`config.mk`:
```
export PLATFORM = sky130hd
export DESIGN_NAME = utf8_validating_escape_filter
export DESIGN_NICKNAME = d
export VERILOG_FILES = /design/src/uvef_pkg.sv /design/src/uvef_front.sv /design/src/uvef_queue.sv /design/src/uvef_back.sv /design/src/utf8_validating_escape_filter.sv
export VERILOG_INCLUDE_DIRS = /design/src /design/src/src
export SDC_FILE = /design/constraint.sdc
export NUM_CORES = 1
export LEC_CHECK = 0
export ABC_AREA = 1
export BUFFER_PORTS_ARGS = -buffer_cell sky130_fd_sc_hd__buf_4
export CAP_MARGIN = 10
export CORE_MARGIN = 8
export CORE_UTILIZATION = 58
export CTS_CLUSTER_SIZE = 10
export DETAILED_ROUTE_END_ITERATION = 12
export MAX_ROUTING_LAYER = met4
export PLACE_DENSITY = 0.75
export SLEW_MARGIN = 40
export SYNTH_ARGS = -nofsm -noshare
export SYNTH_HDL_FRONTEND = slang
export SYNTH_SLANG_ARGS = --single-unit
```
`constraint.sdc`:
```
create_clock -name clk -period 7.7 [get_ports clk]
set_input_delay 0 -clock clk [delete_from_list [all_inputs] [get_ports clk]]
set_output_delay 0 -clock clk [all_outputs]
set_load 0.02 [all_outputs]
```
`src/utf8_validating_escape_filter_defines.svh`:
```
// Assertion macros shared by the filter's modules.
`ifndef UTF8_VALIDATING_ESCAPE_FILTER_DEFINES_SVH
`define UTF8_VALIDATING_ESCAPE_FILTER_DEFINES_SVH

// Same-cycle implication, checked outside reset.
`define UVEF_ASSERT_IMP(label, ante, cons) \
  label: assert property (@(posedge clk) disable iff (!rst_n) (ante) |-> (cons)) \
    else $error("uvef assertion failed");

// Next-cycle implication, checked outside reset.
`define UVEF_ASSERT_NXT(label, ante, cons) \
  label: assert property (@(posedge clk) disable iff (!rst_n) (ante) |=> (cons)) \
    else $error("uvef assertion failed");

`endif

```
`src/uvef_pkg.sv`:
```
// Types, constants and decode functions of the UTF-8 escape filter.
package uvef_pkg;

  // One unit of work handed from the front to the back.
  typedef struct packed {
    logic            trunc;
    logic            last;
    logic [2:0]      len;
    logic [3:0][7:0] b;
  } seg_t;

  localparam int QDEPTH = 4;
  localparam int QPTR_W = 2;
  localparam int QCNT_W = 3;

  localparam logic [7:0] CH_BSL = 8'h5C;

  // Length of the sequence at b[0]: 1 to 4, or 0 while more bytes are needed.
  function automatic logic [2:0] decide(logic [3:0][7:0] b, logic [2:0] n, logic e);
    logic [2:0] need;
    logic [7:0] lo;
    logic [7:0] hi;
    logic [7:0] lead;
    logic [2:0] res;
    lead = b[0];
    lo   = 8'h80;
    hi   = 8'hBF;
    need = 3'd1;
    if (lead >= 8'hC2 && lead <= 8'hDF) need = 3'd2;
    else if (lead >= 8'hE0 && lead <= 8'hEF) need = 3'd3;
    else if (lead >= 8'hF0 && lead <= 8'hF4) need = 3'd4;
    if (lead == 8'hE0) lo = 8'hA0;
    if (lead == 8'hED) hi = 8'h9F;
    if (lead == 8'hF0) lo = 8'h90;
    if (lead == 8'hF4) hi = 8'h8F;
    if (need == 3'd1) res = 3'd1;
    else if (n > 3'd1 && (b[1] < lo || b[1] > hi)) res = 3'd1;
    else if (n > 3'd2 && need > 3'd2 && (b[2] < 8'h80 || b[2] > 8'hBF)) res = 3'd1;
    else if (n > 3'd3 && need > 3'd3 && (b[3] < 8'h80 || b[3] > 8'hBF)) res = 3'd1;
    else if (n >= need) res = need;
    else res = e ? 3'd1 : 3'd0;
    return res;
  endfunction

  function automatic logic [7:0] hex_digit(logic [3:0] v);
    return (v < 4'd10) ? (8'h30 + {4'd0, v}) : (8'h37 + {4'd0, v});
  endfunction

  function automatic logic [20:0] code_point(seg_t s);
    logic [20:0] cp;
    case (s.len)
      3'd2:    cp = {10'd0, s.b[0][4:0], s.b[1][5:0]};
      3'd3:    cp = {5'd0, s.b[0][3:0], s.b[1][5:0], s.b[2][5:0]};
      3'd4:    cp = {s.b[0][2:0], s.b[1][5:0], s.b[2][5:0], s.b[3][5:0]};
      default: cp = {13'd0, s.b[0]};
    endcase
    return cp;
  endfunction

  function automatic logic is_uesc(logic [20:0] cp);
    return (cp >= 21'h80 && cp <= 21'h9F) || cp == 21'h061C || cp == 21'h200E ||
           cp == 21'h200F || (cp >= 21'h202A && cp <= 21'h202E) ||
           (cp >= 21'h2066 && cp <= 21'h2069);
  endfunction

  // Number of output characters for one unit of work.
  function automatic logic [3:0] char_count(seg_t s);
    logic [20:0] cp;
    logic [3:0]  c;
    cp = code_point(s);
    if (s.trunc) c = 4'd14;
    else if (s.len == 3'd1 && (s.b[0] == 8'h0A || s.b[0] == 8'h0D || s.b[0] == 8'h09))
      c = 4'd2;
    else if (s.len == 3'd1 && (s.b[0] < 8'h20 || s.b[0] >= 8'h7F)) c = 4'd4;
    else if (is_uesc(cp)) c = 4'd6;
    else c = {1'b0, s.len};
    return c;
  endfunction

  // Output character at position idx of one unit of work.
  function automatic logic [7:0] char_at(seg_t s, logic [3:0] idx);
    logic [20:0] cp;
    logic [7:0]  ch;
    cp = code_point(s);
    if (s.trunc) begin
      case (idx)
        4'd0, 4'd1, 4'd2: ch = 8'h2E;
        4'd3:  ch = 8'h5B;
        4'd4:  ch = 8'h74;
        4'd5:  ch = 8'h72;
        4'd6:  ch = 8'h75;
        4'd7:  ch = 8'h6E;
        4'd8:  ch = 8'h63;
        4'd9:  ch = 8'h61;
        4'd10: ch = 8'h74;
        4'd11: ch = 8'h65;
        4'd12: ch = 8'h64;
        default: ch = 8'h5D;
      endcase
    end else if (s.len == 3'd1 && (s.b[0] == 8'h0A || s.b[0] == 8'h0D || s.b[0] == 8'h09))
    begin
      if (idx == 4'd0) ch = CH_BSL;
      else if (s.b[0] == 8'h0A) ch = 8'h6E;
      else if (s.b[0] == 8'h0D) ch = 8'h72;
      else ch = 8'h74;
    end else if (s.len == 3'd1 && (s.b[0] < 8'h20 || s.b[0] >= 8'h7F)) begin
      case (idx)
        4'd0:    ch = CH_BSL;
        4'd1:    ch = 8'h78;
        4'd2:    ch = hex_digit(s.b[0][7:4]);
        default: ch = hex_digit(s.b[0][3:0]);
      endcase
    end else if (is_uesc(cp)) begin
      case (idx)
        4'd0:    ch = CH_BSL;
        4'd1:    ch = 8'h75;
        4'd2:    ch = hex_digit(cp[15:12]);
        4'd3:    ch = hex_digit(cp[11:8]);
        4'd4:    ch = hex_digit(cp[7:4]);
        default: ch = hex_digit(cp[3:0]);
      endcase
    end else begin
      ch = s.b[idx[1:0]];
    end
    return ch;
  endfunction

endpackage

```
`src/uvef_front.sv`:
```
// Front part: takes bytes, decodes UTF-8 and applies the byte limit.
`include "utf8_validating_escape_filter_defines.svh"
module uvef_front #(
  parameter int OFFSET_BITS = 16
) (
  input  logic            clk,
  input  logic            rst_n,
  input  logic            in_tvalid,
  output logic            in_tready,
  input  logic [7:0]      in_tdata,
  input  logic            in_tlast,
  input  logic            cfg_wr_en,
  input  logic            cfg_index,
  input  logic [15:0]     cfg_wdata,
  output logic            q_push,
  output uvef_pkg::seg_t  q_seg,
  input  logic            q_full
);

  localparam int OW = OFFSET_BITS + 1;
  localparam int CW = (OFFSET_BITS + 2 > 17) ? OFFSET_BITS + 2 : 17;
  localparam logic [CW-1:0] OFF_MAX = CW'((64'd1 << OW) - 64'd1);

  logic [3:0][7:0] buf_r, buf_nxt;
  logic [2:0]      n_r, n_nxt;
  logic            end_r, end_nxt;
  logic            active_r, active_nxt;
  logic [OW-1:0]   off_r, off_nxt;
  logic            trunc_r, trunc_nxt;
  logic [15:0]     limit_r;
  logic            nolim_r;

  logic [CW-1:0]   off_x, lim_x, sum_x, off_s;
  logic [2:0]      len, nn;
  logic [3:0][7:0] nb;
  logic            can_step, over, more, finish, acc;

  // One decision of the decoder per cycle while the queue is not full, with a look at the next one.
  always_comb begin
    off_x    = CW'(off_r);
    lim_x    = CW'(limit_r);
    can_step = active_r && !q_full;
    len      = uvef_pkg::decide(buf_r, n_r, end_r);
    sum_x    = off_x + CW'(len);
    off_s    = (sum_x > OFF_MAX) ? OFF_MAX : sum_x;
    nb       = buf_r >> ({3'd0, len} * 6'd8);
    nn       = n_r - len;
    over     = !nolim_r && ((off_x >= lim_x) || (len != 3'd0 && sum_x > lim_x));
    more     = (nn != 3'd0) && ((!nolim_r && off_s >= lim_x) ||
               (uvef_pkg::decide(nb, nn, end_r) != 3'd0));
    finish   = over || len == 3'd0 || !more;
    q_push   = can_step && (over || len != 3'd0);
    q_seg.trunc = over;
    q_seg.last  = over || !more;
    q_seg.len   = len;
    q_seg.b     = buf_r;
    in_tready   = !active_r || (can_step && finish);
    acc         = in_tvalid && in_tready;

    buf_nxt    = buf_r;
    n_nxt      = n_r;
    end_nxt    = end_r;
    active_nxt = active_r;
    off_nxt    = off_r;
    trunc_nxt  = trunc_r;
    if (can_step) begin
      if (over) begin
        trunc_nxt = 1'b1;
        n_nxt     = 3'd0;
      end else if (len != 3'd0) begin
        buf_nxt = nb;
        n_nxt   = nn;
        off_nxt = off_s[OW-1:0];
      end
      if (finish) begin
        active_nxt = 1'b0;
        if (end_r) begin
          n_nxt     = 3'd0;
          off_nxt   = '0;
          trunc_nxt = 1'b0;
        end
      end
    end
    // A new byte joins whatever the step above left pending.
    if (acc) begin
      if (trunc_nxt) begin
        if (in_tlast) begin
          n_nxt     = 3'd0;
          off_nxt   = '0;
          trunc_nxt = 1'b0;
        end
      end else begin
        buf_nxt[n_nxt[1:0]] = in_tdata;
        n_nxt      = n_nxt + 3'd1;
        end_nxt    = in_tlast;
        active_nxt = 1'b1;
      end
    end
  end

  // Control state.
  always_ff @(posedge clk) begin
    if (!rst_n) begin
      n_r      <= 3'd0;
      end_r    <= 1'b0;
      active_r <= 1'b0;
      off_r    <= '0;
      trunc_r  <= 1'b0;
      limit_r  <= 16'd256;
      nolim_r  <= 1'b0;
    end else begin
      n_r      <= n_nxt;
      end_r    <= end_nxt;
      active_r <= active_nxt;
      off_r    <= off_nxt;
      trunc_r  <= trunc_nxt;
      if (cfg_wr_en && cfg_index == 1'b0) limit_r <= cfg_wdata;
      if (cfg_wr_en && cfg_index == 1'b1) nolim_r <= cfg_wdata[0];
    end
  end

  // Pending bytes.
  always_ff @(posedge clk) begin
    buf_r <= buf_nxt;
  end

  `UVEF_ASSERT_IMP(a_pend_fits, !active_r, n_r <= 3'd3)
  `UVEF_ASSERT_IMP(a_trunc_idle, trunc_r, !active_r)
  `UVEF_ASSERT_NXT(a_trunc_clears, can_step && over && end_r, !trunc_r)

endmodule

```
`src/uvef_queue.sv`:
```
// Short queue of work units between the front and the back.
`include "utf8_validating_escape_filter_defines.svh"
module uvef_queue (
  input  logic           clk,
  input  logic           rst_n,
  input  logic           push,
  input  uvef_pkg::seg_t push_seg,
  output logic           full,
  input  logic           pop,
  output logic           valid,
  output uvef_pkg::seg_t head
);

  uvef_pkg::seg_t                  mem_r [uvef_pkg::QDEPTH];
  logic [uvef_pkg::QPTR_W-1:0]     wp_r, rp_r;
  logic [uvef_pkg::QCNT_W-1:0]     cnt_r, cnt_nxt;

  assign full  = cnt_r == uvef_pkg::QCNT_W'(uvef_pkg::QDEPTH);
  assign valid = cnt_r != '0;
  assign head  = mem_r[rp_r];

  always_comb begin
    cnt_nxt = cnt_r + uvef_pkg::QCNT_W'(push) - uvef_pkg::QCNT_W'(pop);
  end

  // Pointers and fill count.
  always_ff @(posedge clk) begin
    if (!rst_n) begin
      wp_r  <= '0;
      rp_r  <= '0;
      cnt_r <= '0;
    end else begin
      if (push) wp_r <= wp_r + uvef_pkg::QPTR_W'(1);
      if (pop) rp_r <= rp_r + uvef_pkg::QPTR_W'(1);
      cnt_r <= cnt_nxt;
    end
  end

  // Storage.
  always_ff @(posedge clk) begin
    if (push) mem_r[wp_r] <= push_seg;
  end

  `UVEF_ASSERT_IMP(a_cnt_bound, 1'b1, cnt_r <= uvef_pkg::QCNT_W'(uvef_pkg::QDEPTH))

endmodule

```
`src/uvef_back.sv`:
```
// Back part: expands work units into output characters.
`include "utf8_validating_escape_filter_defines.svh"
module uvef_back (
  input  logic           clk,
  input  logic           rst_n,
  input  logic           q_valid,
  input  uvef_pkg::seg_t q_head,
  output logic           q_pop,
  output logic           out_tvalid,
  input  logic           out_tready,
  output logic [7:0]     out_tdata,
  output logic           out_tlast
);

  logic [3:0] idx_r, idx_nxt, cnt;
  logic       out_tvalid_r, load, at_end;
  logic [7:0] out_tdata_r;
  logic       out_tlast_r;

  // Next character of the head unit.
  always_comb begin
    cnt     = uvef_pkg::char_count(q_head);
    at_end  = idx_r == cnt - 4'd1;
    load    = q_valid && (!out_tvalid_r || out_tready);
    q_pop   = load && at_end;
    idx_nxt = idx_r;
    if (load) idx_nxt = at_end ? 4'd0 : idx_r + 4'd1;
  end

  always_ff @(posedge clk) begin
    if (!rst_n) begin
      idx_r        <= 4'd0;
      out_tvalid_r <= 1'b0;
    end else begin
      idx_r <= idx_nxt;
      if (load) out_tvalid_r <= 1'b1;
      else if (out_tready) out_tvalid_r <= 1'b0;
    end
  end

  // Output register.
  always_ff @(posedge clk) begin
    if (load) begin
      out_tdata_r <= uvef_pkg::char_at(q_head, idx_r);
      out_tlast_r <= q_head.last && at_end;
    end
  end

  assign out_tvalid = out_tvalid_r;
  assign out_tdata  = out_tdata_r;
  assign out_tlast  = out_tlast_r;

  `UVEF_ASSERT_IMP(a_idle_idx, !q_valid, idx_r == 4'd0)

endmodule

```
`src/utf8_validating_escape_filter.sv`:
```
// Top level of the UTF-8 validating escape filter.
// Throughput: one input byte per cycle for unescaped text while out_tready holds; an escape
// gives 2, 4 or 6 output characters and the truncation marker 14, one character a cycle.
// Path: an accepted byte passes the front's pending buffer, the queue and the output register.
// A malformed prefix makes the front examine its later bytes again.
// Reset is synchronous, active low: limit 256, truncation enabled, state empty.
module utf8_validating_escape_filter #(
  parameter int OFFSET_BITS = 16
) (
  input  logic        clk,
  input  logic        rst_n,
  input  logic        in_tvalid,
  output logic        in_tready,
  input  logic [7:0]  in_tdata,   // text_byte
  input  logic        in_tlast,   // end_of_text
  output logic        out_tvalid,
  input  logic        out_tready,
  output logic [7:0]  out_tdata,  // out_char
  output logic        out_tlast,  // run_last
  input  logic        cfg_wr_en,
  input  logic        cfg_index,
  input  logic [15:0] cfg_wdata
);

  logic           push, full, pop, qv;
  uvef_pkg::seg_t push_seg, head;

  uvef_front #(.OFFSET_BITS(OFFSET_BITS)) u_front (
    .clk, .rst_n, .in_tvalid, .in_tready, .in_tdata, .in_tlast,
    .cfg_wr_en, .cfg_index, .cfg_wdata,
    .q_push(push), .q_seg(push_seg), .q_full(full)
  );

  uvef_queue u_queue (
    .clk, .rst_n, .push, .push_seg, .full, .pop, .valid(qv), .head
  );

  uvef_back u_back (
    .clk, .rst_n, .q_valid(qv), .q_head(head), .q_pop(pop),
    .out_tvalid, .out_tready, .out_tdata, .out_tlast
  );

endmodule

```
==> flow_summary_export.csv <==
group,metric,value,unit
status,outcome,"finished clean",
worst_hold_path,hp-class,"in2reg",
clock_network,root_buffer,"clkbuf_16",
finish,n_antenna_cell,0,
finish,nFillCells,2241,
floorplan,start_util,0.592,
route,routedWlPerCell,18.1,µm
critical_path,cp.required,8.13,ns
finish,layout_commonest_cell,"nand2_1",
synthesis,ys_types,61,
clock_network,h-tree-depth,1,
route,vias,14400,
floorplan,coreArea,27000,µm²
floorplan,fp.dieW,182,µm
timing,fin_worst_skew,0.00950,ns
floorplan,die_h,182,µm
critical_path,path_buf_inv,10,
timing,finalSetupTns,0,ns
clock_network,clk_pin_slew,0.05,ns
timing,post-route-period-util,0.899,
critical_path,critPathKind,"reg2reg",
timing,drv_slew,0,
timing,hold_viol_final,0,
finish,syn_to_final_growth,12.4,%
global_route,grt_pass1_vias,13800,
route,wirelength,45.2,mm
placed_design,detailed_place_hpwl,31.3,mm
clock_network,clk_latency,0.55,ns
critical_path,cp_max_fo,16,
critical_path,cp.arrival,7.35,ns
global_route,grt_max_degree,81,
floorplan,rows,60,
critical_path,crit_top_cell,"nand2_1",
power_and_ir_drop,cellLeakagePower,0.00803,µW
critical_path,start_kind,"flop",
synthesis,synthTopCellsByArea,"edfxtp_1, nand2_1, dfxtp_1, ha_1, inv_1",
timing,setup_viol,0,
synthesis,synth-main-ff-cell,"edfxtp_1",
synthesis,synth_nets,2192,
finish,final_cell_mix,"nand2_1, inv_1, nor2_1, edfxtp_1, nand3_1",
power_and_ir_drop,p_per_area,441,nW/µm²
floorplan,die_area,33100,µm²
timing,min_period,6.92,ns
critical_path,slowest_stage,"fa_1",
placed_design,gp_congestion,0.980,
route,drt-initial-drc-count,1425,
timing,rsz0062_at_grt,"no",
finish,layout-drive-gt1-share,0.100,
critical_path,slowest_delay,0.40,ns
clock_network,cts_sinks,250,
critical_path,cpLargestDelayFamily,"simple AND/OR/NAND/NOR gates",
synthesis,syn_avg_cell_area,7.75,µm²
placed_design,preCtsSetupSlack,0.270,ns
route,drcViolationCount,0,
timing,hold_ws,0.214,ns
route,vias_per_cell,5.76,
synthesis,ys_seq_area_frac,0.412,
global_route,grt_pass1_wl,72.6,mm
floorplan,pin_count,42,
clock_network,clock_path_buffers,3,
synthesis,ys_seq_elements,250,
synthesis,yosys_warnings,0,
placed_design,port_buffers,41,
timing,fmax,144,MHz
clock_network,cts_tree,"done",
timing,tightest_slew,0.842,ns
timing,fin_ws,0.778,ns
global_route,grt-ovfl-total,0,
route,first_pass_iters,7,
synthesis,synthArstFlopShare,0,
critical_path,critPathCaptureType,"flop",
global_route,antenna_found_initial,0,
clock_network,cts-buffers-inserted,29,
synthesis,yosysTopAreaCellShare,0.296,
flow_run,maxCapViolCount,0,
synthesis,syn_inst,2057,
synthesis,synth_edf_count,157,
power_and_ir_drop,ir_drop,437,µV
synthesis,yosysTopAreaCell,"edfxtp_1",
synthesis,syn_area,15900,µm²
global_route,grt_usage,0.278,
timing,slew_headroom,0.436,
route,postRouteAntennaNets,0,
finish,fin_nets,2269,
-- what timing repair did --
| item | 4_1_cts | 5_1_grt |
|---|---|---|
| endpoints found under the setup margin | 0 | 206 |
| gates resized for setup | 0 | 12 |
| endpoints found under the hold margin | 71 | 0 |
| buffers inserted | 0 | 6 |
| hold buffers | 47 | 0 |
-- path summary, 6_finish.rpt --
check,start,to,slack [ns],cells after the start
worst min-delay path,cfg_index,u_front.limit_r[5]$_SDFFE_PN0P_,0.21,4
worst max register to register,u_front.q_seg[0]$_DFF_P_,u_front.q_seg[29]$_DFF_P_,0.78,51
worst max-delay path,u_front.q_seg[0]$_DFF_P_,u_front.q_seg[29]$_DFF_P_,0.78,51
worst min register to register,u_queue.rp_r[1]$_SDFFE_PN0P_,u_queue.rp_r[1]$_SDFFE_PN0P_,0.49,1
-- metal layers --
| metal | vias up | track usage | part of all wire |
|---|---|---|---|
| met1 | 6632 | 0.350 | 0.42 |
| met5 | - | - | 0 |
| met4 | 0 | 0.0892 | 0.031 |
| met2 | 593 | 0.462 | 0.48 |
| li1 | 7049 | - | - |
| met3 | 106 | 0.0335 | 0.072 |
-- final cells by class --
cell class              count  area (µm²)  share of cell area
clock buffers              50         815              0.0454
clock inverters             3        28.8             0.00161
inverters                 256         967              0.0539
multi-input cells        1487        8120               0.453
flip-flops and latches    250        6580               0.367
well taps                 341         427              0.0238
repair buffers            110         997              0.0556
-- worst reg2reg max path, delay by kind of cell (launching register included) --
family / cells / cell delay, ns
AO/OA/AOI/OAI: 9 / 1.35
AND/OR/NAND/NOR: 28 / 3.24
flip-flops: 1 / 0.36
buffers and inverters: 10 / 0.72
adder cells (fa/ha/maj): 4 / 1.11
-- sequential cells by signal (all words and copies together) (netlist names), 2 cells and up, named ones only --
register,cells
u_queue.mem_r,148
u_front.q_seg,32
u_front.off_r,17
u_front.limit_r,16
u_back.out_tdata,8
u_back.idx_r,4
u_front.n_r,3
u_queue.cnt_r,3
u_queue.rp_r,2
u_queue.wp_r,2
-- power by group --
part           internal, µW  switching (µW)  total, µW  leakage, µW
combinational          1460            3010       4470      0.00541
sequential             1900             302       2200      0.00221
clock                   713             516       1230     0.000403
total                  4070            3830       7900      0.00803
-- Yosys cell counts, types with 4 or more instances --
cell type	instances
buf_6	13
nor2_2	10
o21ai_1	38
a22oi_1	4
nand4_1	39
clkbuf_1	22
inv_1	232
o21ai_2	5
a211oi_1	5
dfxtp_1	93
a31oi_1	9
nand2_1	538
or2_2	13
inv_2	21
buf_1	4
buf_2	19
o211ai_1	19
nand3_1	147
a21oi_2	6
o311ai_0	5
a21oi_1	99
nor4_1	4
buf_4	6
o21ai_0	132
o2111ai_1	4
xor2_1	19
edfxtp_1	157
nand2_2	21
o221ai_1	9
nor2_1	179
o22ai_1	8
nand3_2	7
nor3_1	13
ha_1	101
nor2_4	4
nand2_4	7
-- kinds of logic (layout without fill, tap and decap cells) --
kind of cell             after synthesis  count (layout)  synth area share
flip-flops                           250             250             0.412
XOR/XNOR                              21              21            0.0115
AO/OA/AOI/OAI                        366             366             0.133
buffers and inverters                320             419            0.0845
AND/OR/NAND/NOR                      993             993             0.273
adder cells (fa/ha/maj)              104             104            0.0830
multiplexers                           3               3           0.00188
-- stage by stage --
step,total power (µW),cell area (µm²),instances,utilization
after floorplan,5290,15900,2057,-
after global placement,6400,16500,2391,0.612
after detailed placement,6470,16500,2391,0.612
after CTS,7740,17800,2491,0.661
after global routing,8570,17900,2497,0.665
final,7900,17900,2497,0.665
(Power assumes the default switching activity.)
